<file path="src/hdl/fac_pkg.sv">
package fac_pkg;

  typedef enum logic [2:0] {
    ST_OUT    = 3'd0,
    ST_COLD   = 3'd1,
    ST_SWOFF  = 3'd2,
    ST_HEAT   = 3'd3,
    ST_SETTLE = 3'd4,
    ST_COOL   = 3'd5
  } fsm_state_t;

  localparam int unsigned NUM_REGS = 8;
  localparam int unsigned REG_IDX_W = 3;

  localparam logic [REG_IDX_W-1:0] REG_HELIUM_DRY_LIMIT  = 3'd0;
  localparam logic [REG_IDX_W-1:0] REG_STILL_HOT_START   = 3'd1;
  localparam logic [REG_IDX_W-1:0] REG_SWITCH_COLD_LIMIT = 3'd2;
  localparam logic [REG_IDX_W-1:0] REG_PUMP_MAX_LIMIT    = 3'd3;
  localparam logic [REG_IDX_W-1:0] REG_COLD_PLATE_SET    = 3'd4;
  localparam logic [REG_IDX_W-1:0] REG_STILL_COLD_DONE   = 3'd5;
  localparam logic [REG_IDX_W-1:0] REG_HEAT_TIMEOUT_S    = 3'd6;
  localparam logic [REG_IDX_W-1:0] REG_COOL_TIMEOUT_S    = 3'd7;

  localparam logic [15:0] RST_HELIUM_DRY_LIMIT  = 16'd5000;
  localparam logic [15:0] RST_STILL_HOT_START   = 16'd600;
  localparam logic [15:0] RST_SWITCH_COLD_LIMIT = 16'd10000;
  localparam logic [15:0] RST_PUMP_MAX_LIMIT    = 16'd38000;
  localparam logic [15:0] RST_COLD_PLATE_SET    = 16'd1800;
  localparam logic [15:0] RST_STILL_COLD_DONE   = 16'd350;
  localparam logic [15:0] RST_HEAT_TIMEOUT_S    = 16'd2100;
  localparam logic [15:0] RST_COOL_TIMEOUT_S    = 16'd7200;

  // Fixed timeouts in seconds.
  localparam logic [31:0] SWITCH_TIMEOUT_S = 32'd300;
  localparam logic [31:0] SETTLE_MIN_S     = 32'd300;
  localparam logic [31:0] SETTLE_TIMEOUT_S = 32'd5400;

  typedef struct packed {
    logic [15:0] helium_dry_limit;
    logic [15:0] still_hot_start;
    logic [15:0] switch_cold_limit;
    logic [15:0] pump_max_limit;
    logic [15:0] cold_plate_set;
    logic [15:0] still_cold_done;
    logic [15:0] heat_timeout_s;
    logic [15:0] cool_timeout_s;
  } cfg_t;

  typedef struct packed {
    logic [2:0]  channel;
    logic [31:0] now_seconds;
    logic [15:0] temp_4k_mk;
    logic [15:0] temp_cold_plate_mk;
    logic [15:0] temp_pump_mk;
    logic [15:0] temp_still_mk;
    logic [15:0] temp_switch_mk;
    logic        force_request;
    logic        manual_mode;
  } item_t;

  typedef struct packed {
    fsm_state_t  state;
    logic [31:0] cycle_start_time;
    logic [31:0] state_entry_time;
    logic        force_pending;
  } chan_rec_t;

  typedef struct packed {
    logic       pump_heat_on;
    logic       switch_drive_off;
    fsm_state_t fsm_state;
  } result_t;

endpackage

</file>
<file path="src/hdl/fac_regs.sv">
module fac_regs
  import fac_pkg::*;
(
  input  logic        clk,
  input  logic        rst,
  input  logic        psel,
  input  logic        penable,
  input  logic        pwrite,
  input  logic [4:0]  paddr,
  input  logic [31:0] pwdata,
  output logic [31:0] prdata,
  output logic        pready,
  output cfg_t        cfg
);

  logic                 wr_en;
  logic [REG_IDX_W-1:0] idx;

  assign pready = 1'b1;
  assign wr_en  = psel & penable & pwrite & pready;
  assign idx    = paddr[4:2];

  always_ff @(posedge clk) begin
    if (rst) begin
      cfg.helium_dry_limit  <= RST_HELIUM_DRY_LIMIT;
      cfg.still_hot_start   <= RST_STILL_HOT_START;
      cfg.switch_cold_limit <= RST_SWITCH_COLD_LIMIT;
      cfg.pump_max_limit    <= RST_PUMP_MAX_LIMIT;
      cfg.cold_plate_set    <= RST_COLD_PLATE_SET;
      cfg.still_cold_done   <= RST_STILL_COLD_DONE;
      cfg.heat_timeout_s    <= RST_HEAT_TIMEOUT_S;
      cfg.cool_timeout_s    <= RST_COOL_TIMEOUT_S;
    end else if (wr_en) begin
      unique case (idx)
        REG_HELIUM_DRY_LIMIT:  cfg.helium_dry_limit  <= pwdata[15:0];
        REG_STILL_HOT_START:   cfg.still_hot_start   <= pwdata[15:0];
        REG_SWITCH_COLD_LIMIT: cfg.switch_cold_limit <= pwdata[15:0];
        REG_PUMP_MAX_LIMIT:    cfg.pump_max_limit    <= pwdata[15:0];
        REG_COLD_PLATE_SET:    cfg.cold_plate_set    <= pwdata[15:0];
        REG_STILL_COLD_DONE:   cfg.still_cold_done   <= pwdata[15:0];
        REG_HEAT_TIMEOUT_S:    cfg.heat_timeout_s    <= pwdata[15:0];
        REG_COOL_TIMEOUT_S:    cfg.cool_timeout_s    <= pwdata[15:0];
        default: ;
      endcase
    end
  end

  always_comb begin
    unique case (idx)
      REG_HELIUM_DRY_LIMIT:  prdata = {16'd0, cfg.helium_dry_limit};
      REG_STILL_HOT_START:   prdata = {16'd0, cfg.still_hot_start};
      REG_SWITCH_COLD_LIMIT: prdata = {16'd0, cfg.switch_cold_limit};
      REG_PUMP_MAX_LIMIT:    prdata = {16'd0, cfg.pump_max_limit};
      REG_COLD_PLATE_SET:    prdata = {16'd0, cfg.cold_plate_set};
      REG_STILL_COLD_DONE:   prdata = {16'd0, cfg.still_cold_done};
      REG_HEAT_TIMEOUT_S:    prdata = {16'd0, cfg.heat_timeout_s};
      REG_COOL_TIMEOUT_S:    prdata = {16'd0, cfg.cool_timeout_s};
      default:               prdata = 32'd0;
    endcase
  end

endmodule

</file>
<file path="src/hdl/fac_step.sv">
module fac_step
  import fac_pkg::*;
(
  input  item_t     item,
  input  chan_rec_t rec,
  input  cfg_t      cfg,
  output chan_rec_t rec_next,
  output result_t   res
);

  logic [31:0] since_start;
  logic [31:0] since_entry;
  fsm_state_t  state_next;

  assign since_start = item.now_seconds - rec.cycle_start_time;
  assign since_entry = item.now_seconds - rec.state_entry_time;

  always_comb begin
    rec_next               = rec;
    rec_next.force_pending = rec.force_pending | item.force_request;
    state_next             = rec.state;
    if (item.manual_mode) begin
      state_next = ST_OUT;
    end else if (item.temp_4k_mk > cfg.helium_dry_limit) begin
      state_next = ST_OUT;
    end else begin
      unique case (rec.state)
        ST_OUT: begin
          if (item.temp_4k_mk < cfg.helium_dry_limit) begin
            state_next = ST_COLD;
          end
        end
        ST_COLD: begin
          if (item.temp_still_mk > cfg.still_hot_start || rec_next.force_pending) begin
            rec_next.force_pending    = 1'b0;
            rec_next.cycle_start_time = item.now_seconds;
            rec_next.state_entry_time = item.now_seconds;
            state_next                = ST_SWOFF;
          end
        end
        ST_SWOFF: begin
          if (item.temp_switch_mk < cfg.switch_cold_limit
              || since_start > SWITCH_TIMEOUT_S) begin
            rec_next.state_entry_time = item.now_seconds;
            state_next                = ST_HEAT;
          end
        end
        ST_HEAT: begin
          if (since_start > {16'd0, cfg.heat_timeout_s}
              || item.temp_pump_mk > cfg.pump_max_limit) begin
            rec_next.state_entry_time = item.now_seconds;
            state_next                = ST_SETTLE;
          end
        end
        ST_SETTLE: begin
          if (since_entry > SETTLE_MIN_S && (item.temp_cold_plate_mk < cfg.cold_plate_set
              || since_start > SETTLE_TIMEOUT_S)) begin
            rec_next.state_entry_time = item.now_seconds;
            state_next                = ST_COOL;
          end
        end
        ST_COOL: begin
          if (item.temp_still_mk < cfg.still_cold_done
              || since_start > {16'd0, cfg.cool_timeout_s}) begin
            rec_next.force_pending    = 1'b0;
            rec_next.state_entry_time = item.now_seconds;
            state_next                = ST_COLD;
          end
        end
        default: state_next = ST_COLD;
      endcase
    end
    rec_next.state = state_next;
  end

  always_comb begin
    res.fsm_state        = state_next;
    res.pump_heat_on     = (state_next == ST_HEAT);
    res.switch_drive_off = (state_next == ST_SWOFF) || (state_next == ST_HEAT)
                           || (state_next == ST_SETTLE);
  end

endmodule

</file>
<file path="src/hdl/fridge_auto_cycle_fsm_core.sv">
// Auto-cycle controller for up to NUM_CHANNELS helium-3 fridge inserts. Each stream transaction
// carries one update for one channel and yields exactly one result transaction with the pump
// heater bit, the heat-switch off bit and the new cycle state. An update is registered on
// entry, evaluated against that channel's stored state and written to the output register, so
// one update per clock is sustained unless the output stalls, and updates for the same channel
// may follow each other directly. Updates in manual mode or for a channel at or above
// NUM_CHANNELS give an all-zero result; the latter change no state. The user must write
// thresholds and timeouts (APB byte address 4*i) only while no update is in flight; unenforced.
module fridge_auto_cycle_fsm_core
  import fac_pkg::*;
#(
  parameter int NUM_CHANNELS = 6
) (
  input  logic         clk,
  input  logic         rst,
  input  logic         s_axis_tvalid,
  output logic         s_axis_tready,
  // now_seconds[31:0], temp_4k_mk[47:32], temp_cold_plate_mk[63:48], temp_pump_mk[79:64],
  // temp_still_mk[95:80], temp_switch_mk[111:96], force_request[112], manual_mode[113]
  input  logic [119:0] s_axis_tdata,
  // channel[2:0]
  input  logic [2:0]   s_axis_tuser,
  output logic         m_axis_tvalid,
  input  logic         m_axis_tready,
  // pump_heat_on[0], switch_drive_off[1], fsm_state[4:2]
  output logic [7:0]   m_axis_tdata,
  input  logic         psel,
  input  logic         penable,
  input  logic         pwrite,
  input  logic [4:0]   paddr,
  input  logic [31:0]  pwdata,
  output logic [31:0]  prdata,
  output logic         pready
);

  cfg_t      cfg;
  item_t     item;
  logic      in_valid;
  logic      advance;
  logic      ch_in_range;
  logic [4:0] ch_ext;
  chan_rec_t chan [NUM_CHANNELS];
  chan_rec_t rec_cur;
  chan_rec_t rec_next;
  result_t   res;
  result_t   out_res;

  fac_regs u_regs (
    .clk     (clk),
    .rst     (rst),
    .psel    (psel),
    .penable (penable),
    .pwrite  (pwrite),
    .paddr   (paddr),
    .pwdata  (pwdata),
    .prdata  (prdata),
    .pready  (pready),
    .cfg     (cfg)
  );

  assign advance       = in_valid && (!m_axis_tvalid || m_axis_tready);
  assign s_axis_tready = !in_valid || advance;

  always_ff @(posedge clk) begin
    if (rst) begin
      in_valid <= 1'b0;
    end else if (s_axis_tready) begin
      in_valid <= s_axis_tvalid;
    end
  end

  always_ff @(posedge clk) begin
    if (s_axis_tvalid && s_axis_tready) begin
      item.channel            <= s_axis_tuser;
      item.now_seconds        <= s_axis_tdata[31:0];
      item.temp_4k_mk         <= s_axis_tdata[47:32];
      item.temp_cold_plate_mk <= s_axis_tdata[63:48];
      item.temp_pump_mk       <= s_axis_tdata[79:64];
      item.temp_still_mk      <= s_axis_tdata[95:80];
      item.temp_switch_mk     <= s_axis_tdata[111:96];
      item.force_request      <= s_axis_tdata[112];
      item.manual_mode        <= s_axis_tdata[113];
    end
  end

  assign ch_ext      = {2'b00, item.channel};
  assign ch_in_range = ch_ext < 5'(NUM_CHANNELS);

  always_comb begin
    rec_cur = '0;
    for (int i = 0; i < NUM_CHANNELS; i++) begin
      if (ch_ext == 5'(i)) begin
        rec_cur = chan[i];
      end
    end
  end

  fac_step u_step (
    .item     (item),
    .rec      (rec_cur),
    .cfg      (cfg),
    .rec_next (rec_next),
    .res      (res)
  );

  always_ff @(posedge clk) begin
    if (rst) begin
      for (int i = 0; i < NUM_CHANNELS; i++) begin
        chan[i] <= '0;
      end
    end else if (advance && ch_in_range) begin
      for (int i = 0; i < NUM_CHANNELS; i++) begin
        if (ch_ext == 5'(i)) begin
          chan[i] <= rec_next;
        end
      end
    end
  end

  always_ff @(posedge clk) begin
    if (rst) begin
      m_axis_tvalid <= 1'b0;
    end else if (advance) begin
      m_axis_tvalid <= 1'b1;
    end else if (m_axis_tready) begin
      m_axis_tvalid <= 1'b0;
    end
  end

  always_ff @(posedge clk) begin
    if (advance) begin
      out_res <= ch_in_range ? res : '0;
    end
  end

  assign m_axis_tdata = {3'b000, out_res.fsm_state, out_res.switch_drive_off,
                         out_res.pump_heat_on};

`ifndef SYNTHESIS
  a_manual_gives_out: assert property (@(posedge clk) disable iff (rst)
    (advance && item.manual_mode) |=> (m_axis_tvalid && m_axis_tdata == 8'd0))
    else $error("Manual update did not give an all-zero result.");

  a_range_gives_zero: assert property (@(posedge clk) disable iff (rst)
    (advance && !ch_in_range) |=> (m_axis_tvalid && m_axis_tdata == 8'd0))
    else $error("Update for an absent channel did not give an all-zero result.");

  a_input_held: assert property (@(posedge clk) disable iff (rst)
    (in_valid && !advance) |=> (in_valid && $stable(item)))
    else $error("Input stage lost a stalled update.");

  a_heat_implies_switch_off: assert property (@(posedge clk) disable iff (rst)
    (m_axis_tvalid && m_axis_tdata[0]) |-> (m_axis_tdata[1] && out_res.fsm_state == ST_HEAT))
    else $error("Pump heater on outside the heating state.");
`endif

endmodule
</file>
<file path="config.mk">
export PLATFORM = sky130hd
export DESIGN_NAME = fridge_auto_cycle_fsm_core
export DESIGN_NICKNAME = d
export VERILOG_FILES = /design/src/hdl/fac_pkg.sv /design/src/hdl/fac_regs.sv /design/src/hdl/fac_step.sv /design/src/hdl/fridge_auto_cycle_fsm_core.sv
export SDC_FILE = /design/constraint.sdc
export NUM_CORES = 1
export LEC_CHECK = 0
export ABC_AREA = 1
export BUFFER_PORTS_ARGS = -buffer_cell sky130_fd_sc_hd__buf_2
export CORE_MARGIN = 2
export CORE_UTILIZATION = 45
export CTS_CLUSTER_SIZE = 20
export DETAILED_ROUTE_END_ITERATION = 10
export PLACE_DENSITY = 0.73
export SLEW_MARGIN = 20
export SYNTH_ARGS = -nofsm -noshare
export SYNTH_HDL_FRONTEND = slang
export SYNTH_SLANG_ARGS = --single-unit
</file>
<file path="constraint.sdc">
create_clock -name clk -period 9.4 [get_ports clk]
set_input_delay 1.88 -clock clk [delete_from_list [all_inputs] [get_ports clk]]
set_output_delay 1.88 -clock clk [all_outputs]
set_load 0.02 [all_outputs]
</file>
==> key figures, run 1 <==
STA
  • Fin. max-slew vios: 0
  • Fin crit period: 7.440 ns
  • Fin crit share: 79.15%
  • Peak Freq: 134.4 MHz
  • Hold Vio Cnt, Final: 0
  • Least-Margin Pin Slew: 1.160 ns
  • Slew HR: 22.69%
  • Hold slack: 0.4822 ns
  • RSZ-0062 raised after global routing: no
  • Final Skew: 0.03107 ns
  • Final setup vio count: 0
  • Worst setup margin: 1.960 ns
  • Final setup TNS: 0 ns

Pwr
  • Pwr Density: 185.7 mW/mm^2
  • Lkg Pwr: 0.01564 uW
  • Maximum VDD drop: 0.0001374 V

Global route
  • Largest net degree at the start of global routing: 70
  • Aggregate global routing overflow: 0
  • Initial antenna violation count: 0
  • First-pass GRT wire length: 163900 um
  • Vias in the first global route: 28041
  • Tot GR Track Use: 26.28%

Critical path
  • Req. time, crit path: 9.73 ns
  • Critical Path Source: ch_ext[1]
  • Worst Path Class, Setup: register to register
  • Critical Path Start Type: register
  • Arrival time worst endpoint: 7.77 ns
  • Worst r2r src: ch_ext[1]
  • Crit path max-delay cell type: nand4_4
  • CP peak stage delay: 0.81 ns
  • Critical Path Fanout Max: 30
  • CP most frequent cell: nand2_1
  • Worst setup EP type: register

Detailed routing
  • Pre-antenna DRT Iters: 6
  • Vias: 29696
  • Initial DRC Count: 3170
  • Vias/cell: 5.817
  • DRT Wirelength: 109700 um
  • Drt drc: 0
  • Remaining antenna violation count after routing: 0
  • DR WL/cell: 21.49 um

Floorplanning
  • I/O pins: 210
  • Initial Utilization: 45.29%
  • FP Rows: 103
  • Chip Width: 285.3 um
  • Die ar.: 0.08139 mm^2
  • Core area: 0.07861 mm^2
  • Height of the die: 285.3 um

Yosys
  • Synth Cell Area: 0.03561 mm^2
  • Synth unique cells: 69
  • Post-Synthesis Cells: 3869
  • Synth area leaders: edfxtp_1 (45%), dfxtp_1 (7.3%), nand2_1 (7.3%), ha_1 (6.5%), a21oi_1 (6.1%)
  • Sequential fraction of the synthesis area: 52.01%
  • Synth Warn #: 0
  • Synth Flop Type: edfxtp_1
  • Async SR Flop Fraction: 0%
  • Mapped Avg Cell Area: 9.203 um^2
  • Number of synthesized flops with an enable pin: 530
  • Synth top area share: 44.70%
  • Register bit total from synthesis: 660
  • Largest area contributor in the netlist: edfxtp_1

Worst hold path
  • Hold Startpoint: u_regs.cfg[48]
  • Worst hold path type: register to register

Clocking
  • Clk_lat worst skew: 0.64 ns
  • Worst-path clk slew: 0.06 ns
  • Number of buffers inserted by hold repair at cts: 0
  • CTS root buf: clkbuf_16
  • Clock sinks: 660
  • H-tree levels: 3
  • TritonCTS clock tree: done
  • Setup Fix Bufs, Post-CTS: 0
  • Clock Path Buffers: 3
  • Total CTS buffers: 73
  • PostCTS Resize Cnt: 0

Place
  • DP Wirelength: 71540 um
  • GPL Wtd Cong: 0.9734
  • DP Worst Slack: 2.146 ns
  • Dpl cells: 4966
  • IO Port Bufs: 165
  • Placed instance area: 0.03748 mm^2

Cells and area
  • P&R area growth vs syn: 12.03%
  • Layout Nets: 4347
  • Layout cells sized above 1: 11.57%
  • Commonest non-fill, non-tap cell in the layout: nand2_1
  • Post-Layout Inst Area: 0.03989 mm^2
  • Finished Layout Cells: 5105
  • Most frequent cells in the layout: nand2_1 (689), edfxtp_1 (530), a21oi_1 (435), nor2_1 (399), inv_1 (387)

Run status
  • Outcome: finished, final reports clean

Job
  • Max-cap viol count: 0
state kept, by name (all words and copies together) (netlist names):
register and flops:
chan 408, u_regs.cfg 128, item 114, m_axis_tdata 5, ch_ext 3, in_valid 1
m_axis_tvalid 1
Yosys cell counts (all sizes together) (12+ instances only):
cell type,count
a22oi,26
a21oi,465
o21ai,222
xor2,15
o211ai,35
edfxtp,530
dfxtp,130
nand2,729
xnor2,13
nand4,82
clkbuf,123
nor3,36
nand3b,14
nand3,158
or2,22
buf,46
nor2,411
inv,404
a22o,12
ha,186
a221oi,49
o22ai,49
o21bai,22
o21a,20
kinds of logic after synthesis:
logic type	Yosys count	share of synthesized area (%)
and+or+nand+nor	1466	18.00
AOI/OAI and AO/OA	947	16.18
DFF	660	52.01
buffers and inverters	578	6.434
adders and majority gates	188	6.649
xor gates and xnor gates	28	0.7099
other	2	0.02109
per-stage QoR:
step | power (uW) | utilization [%]
global placement | 4542 | 47.67
detailed placement | 4565 | 47.67
global route | 7665 | 50.73
finish | 7407 | 50.74
floorplan | 4213 | -
CTS | 7400 | 50.69
cell type report:
type / count / area (um^2)
fillers: 7089 / 38730
flip-flops and latches: 660 / 18520
multi-input cells: 2649 / 15010
clock buffers: 88 / 1928
inverters: 409 / 1541
well taps: 1050 / 1314
repair buffers: 199 / 1126
clock inverters: 48 / 442.9
diodes: 2 / 5.005
worst paths after layout:
check / endpoint / slack [ns] / depth (start not counted)
setup / recovery: chan[3][32] / 1.96 / 28
hold / removal: u_regs.cfg[48] / 0.48 / 2
setup reg to reg: chan[3][32] / 1.96 / 28
hold reg to reg: u_regs.cfg[48] / 0.48 / 2
power breakdown:
group	total, uW	internal [uW]	switching, uW
registers	3330	3270	63.1
logic	1200	377	828
clock network	2870	1640	1230
total	7410	5290	2120
worst max-delay path, delay by kind of cell (launching register included):
| kind | cells | cell delay [ns] |
|---|---|---|
| compound gates | 7 | 2.06 |
| fa+ha+maj | 1 | 0.37 |
| buf+inv | 6 | 1.31 |
| flops | 1 | 0.51 |
| simple gates | 14 | 2.85 |
routing by layer:
| metal | GRT usage, % | up-vias | routed length [um] |
|---|---|---|---|
| met2 | 41.63 | 1637 | 49040 |
| met1 | 34.49 | 13980 | 43070 |
| met4 | 13.34 | 0 | 6033 |
| li1 | - | 13752 | - |
| met5 | 0 | - | 0 |
| met3 | 4.960 | 327 | 11580 |
Power figures use the tool's default switching activity.
==> inputs of run 2 (changes only) <==
==> constraint.sdc (replaced) <==
create_clock -name clk -period 7.76 [get_ports clk]
set_input_delay 1.552 -clock clk [delete_from_list [all_inputs] [get_ports clk]]
set_output_delay 1.552 -clock clk [all_outputs]
set_load 0.02 [all_outputs]
==> run 2 against run 1 <==
  * Global-route usage is 0.060 points lower
  * Highest routed layer unchanged
  * Hold slack better by 0.0050 ns
  * Count of clock-buffer cells in the layout is 9 higher
  * Largest power group unchanged
  * Total power is 22% higher
==> key figures, run 2 (synthesis gave the netlist of run 1 again) <==
Critical path
  • Crit path max-delay cell type: inv_2
  • Critical Path Fanout Max: 37 (+23%)
  • Largest delay share family, worst path: compound AO/OA/AOI/OAI gates
  • Worst Path Class, Setup: register to register
  • Arrival time worst endpoint: 7.40 ns (-0.37 ns)
  • Critical Path Start Type: register
  • Worst Path Buf+Inv: 6 (unchanged)
  • Req. time, crit path: 8.12 ns (-1.61 ns)
  • CP peak stage delay: 0.81 ns (about the same)
  • Worst setup EP type: register
  • CP most frequent cell: nand2_1

Floorplanning
  • FP Rows: 103 (unchanged)
  • Die ar.: 0.08139 mm^2 (unchanged)
  • Initial Utilization: 45.29% (unchanged)
  • I/O pins: 210 (unchanged)
  • Chip Width: 285.3 um (unchanged)
  • Height of the die: 285.3 um (unchanged)
  • Core area: 0.07861 mm^2 (unchanged)

Clocking
  • CTS root buf: clkbuf_16
  • Clk_lat worst skew: 0.65 ns (about the same)
  • Clock Path Buffers: 3 (unchanged)
  • Number of buffers inserted by hold repair at cts: 0 (unchanged)
  • Clock sinks: 660 (unchanged)
  • Worst-path clk slew: 0.06 ns (about the same)
  • TritonCTS clock tree: done
  • H-tree levels: 3 (unchanged)
  • PostCTS Resize Cnt: 0 (unchanged)
  • Setup Fix Bufs, Post-CTS: 0 (unchanged)
  • Total CTS buffers: 73 (unchanged)

Global route
  • Vias in the first global route: 27980 (-0.22%)
  • Aggregate global routing overflow: 0 (unchanged)
  • Initial antenna violation count: 1 (+1)
  • Tot GR Track Use: 26.22% (-0.060 points)
  • Largest net degree at the start of global routing: 108 (+54%)
  • First-pass GRT wire length: 163900 um (about the same)

STA
  • RSZ-0062 raised after global routing: no
  • Least-Margin Pin Slew: 1.182 ns (+0.02212 ns)
  • Fin crit share: 90.79% (+12 points)
  • Hold slack: 0.4871 ns (+0.004966 ns)
  • Final Skew: 0.04744 ns (+0.01637 ns)
  • Fin. max-slew vios: 0 (unchanged)
  • Slew HR: 20.61% (-2.1 points)
  • Final setup vio count: 0 (unchanged)
  • Fin crit period: 7.045 ns (-0.3948 ns)
  • Final setup TNS: 0 ns (unchanged)
  • Hold Vio Cnt, Final: 0 (unchanged)
  • Peak Freq: 141.9 MHz (+5.6%)

Detailed routing
  • Met2 WL: 49890 um (+1.7%)
  • Highest routed metal layer: met4
  • Vias/cell: 5.788 (-0.50%)
  • Remaining antenna violation count after routing: 0 (unchanged)
  • Pre-antenna DRT Iters: 10 (+4)
  • Drt drc: 0 (unchanged)
  • WL met1: 43450 um (+0.90%)
  • Initial DRC Count: 3255 (+2.7%)
  • DRT Wirelength: 108800 um (-0.82%)
  • Metal3 WL: 10490 um (-9.4%)
  • Vias: 29593 (-0.35%)
  • DR WL/cell: 21.28 um (-0.98%)

Cells and area
  • FF+latch area: 0.01852 mm^2 (unchanged)
  • Area of the multi-input gates: 0.01501 mm^2 (about the same)
  • Most frequent cells in the layout: nand2_1 (689), edfxtp_1 (530), a21oi_1 (435), nor2_1 (399), inv_1 (387)
  • Commonest non-fill, non-tap cell in the layout: nand2_1
  • Layout Nets: 4358 (+0.25%)
  • Biggest regs: chan (408), u_regs.cfg (128), item (114)
  • P&R area growth vs syn: 12.59%
  • Biggest register: chan
  • Max reg flops: 408 (unchanged)
  • Layout cells sized above 1: 11.62% (+0.048 points)
  • Fill count: 7109 (+0.28%)

Run status
  • Outcome: finished, final reports clean

Place
  • GPL Wtd Cong: 0.9707 (-0.28%)
  • IO Port Bufs: 165 (unchanged)
  • DP Wirelength: 71770 um (+0.34%)

Worst hold path
  • Worst hold path type: register to register

Pwr
  • Pwr Density: 225.1 mW/mm^2 (+21%)
  • Lkg Pwr: 0.01573 uW (+0.62%)
  • Maximum VDD drop: 0.0001623 V (+18%)

Job
  • Max-cap viol count: 0 (unchanged)
run 2: changes by cell type in the layout (fill, tap and decap cells not counted), moves of 3 or more:
cell / delta
inv_6: -7
clkinv_2: -5
buf_12: +3
clkbuf_1: +9
clkinv_8: +4
clkinv_1: -4
buf_4: +6
run 2: final cells by class:
cell class                 instances  share of cell area [%]
sequential                       660                   46.19
timing repair buffer             210                   3.208
clock inverter                    37                   1.117
inverter                         409                   3.845
antenna                            1                0.006242
clock buffer                      97                   4.922
multi-input combinational       2649                   37.43
tap                             1050                   3.277
run 2: path summary, 6_finish.rpt:
path | startpoint | endpoint | slack [ns] | depth (start not counted)
min | u_regs.cfg[14] | u_regs.cfg[14] | 0.49 | 2
max | ch_ext[1] | chan[0][27] | 0.72 | 29
min reg2reg | u_regs.cfg[14] | u_regs.cfg[14] | 0.49 | 2
max reg2reg | ch_ext[1] | chan[0][27] | 0.72 | 29
run 2: layer usage:
layer  vias up  GRT usage, %
met4         0         11.82
met5         -             0
li1      13773             -
met3       303         4.064
met1     13933         34.87
met2      1584         42.34
run 2: report_power, final:
part,total (uW),switching (uW),internal (uW)
clock,3520,1480,2050
combinational,1460,1000,464
sequential,4040,74.6,3960
total,9020,2550,6470
run 2: tightest hold or removal path, delay by kind of cell (launching register included):
kind	cells	cell delay [ns]
buffers and inverters	1	0.07
flip-flops	1	0.31
AO/OA/AOI/OAI	1	0.06
run 2: through the flow:
| stage | area, um^2 | std cells | util (%) | power (uW) | worst slack [ns] |
|---|---|---|---|---|---|
| 6_report | 40090 | 5113 | 51.00 | 9022 | 0.7150 |
| 5_1_grt | 40090 | 5113 | 51.00 | 9340 | 0.2271 |
| 4_1_cts | 40000 | 5109 | 50.89 | 9032 | 0.7820 |
| 3_5_place_dp | 37580 | 4975 | 47.81 | 5534 | 0.8161 |
| 3_3_place_gp | 37580 | 4975 | 47.81 | 5511 | 0.8927 |
| 2_1_floorplan | 35670 | 3887 | - | 5104 | 0.5831 |
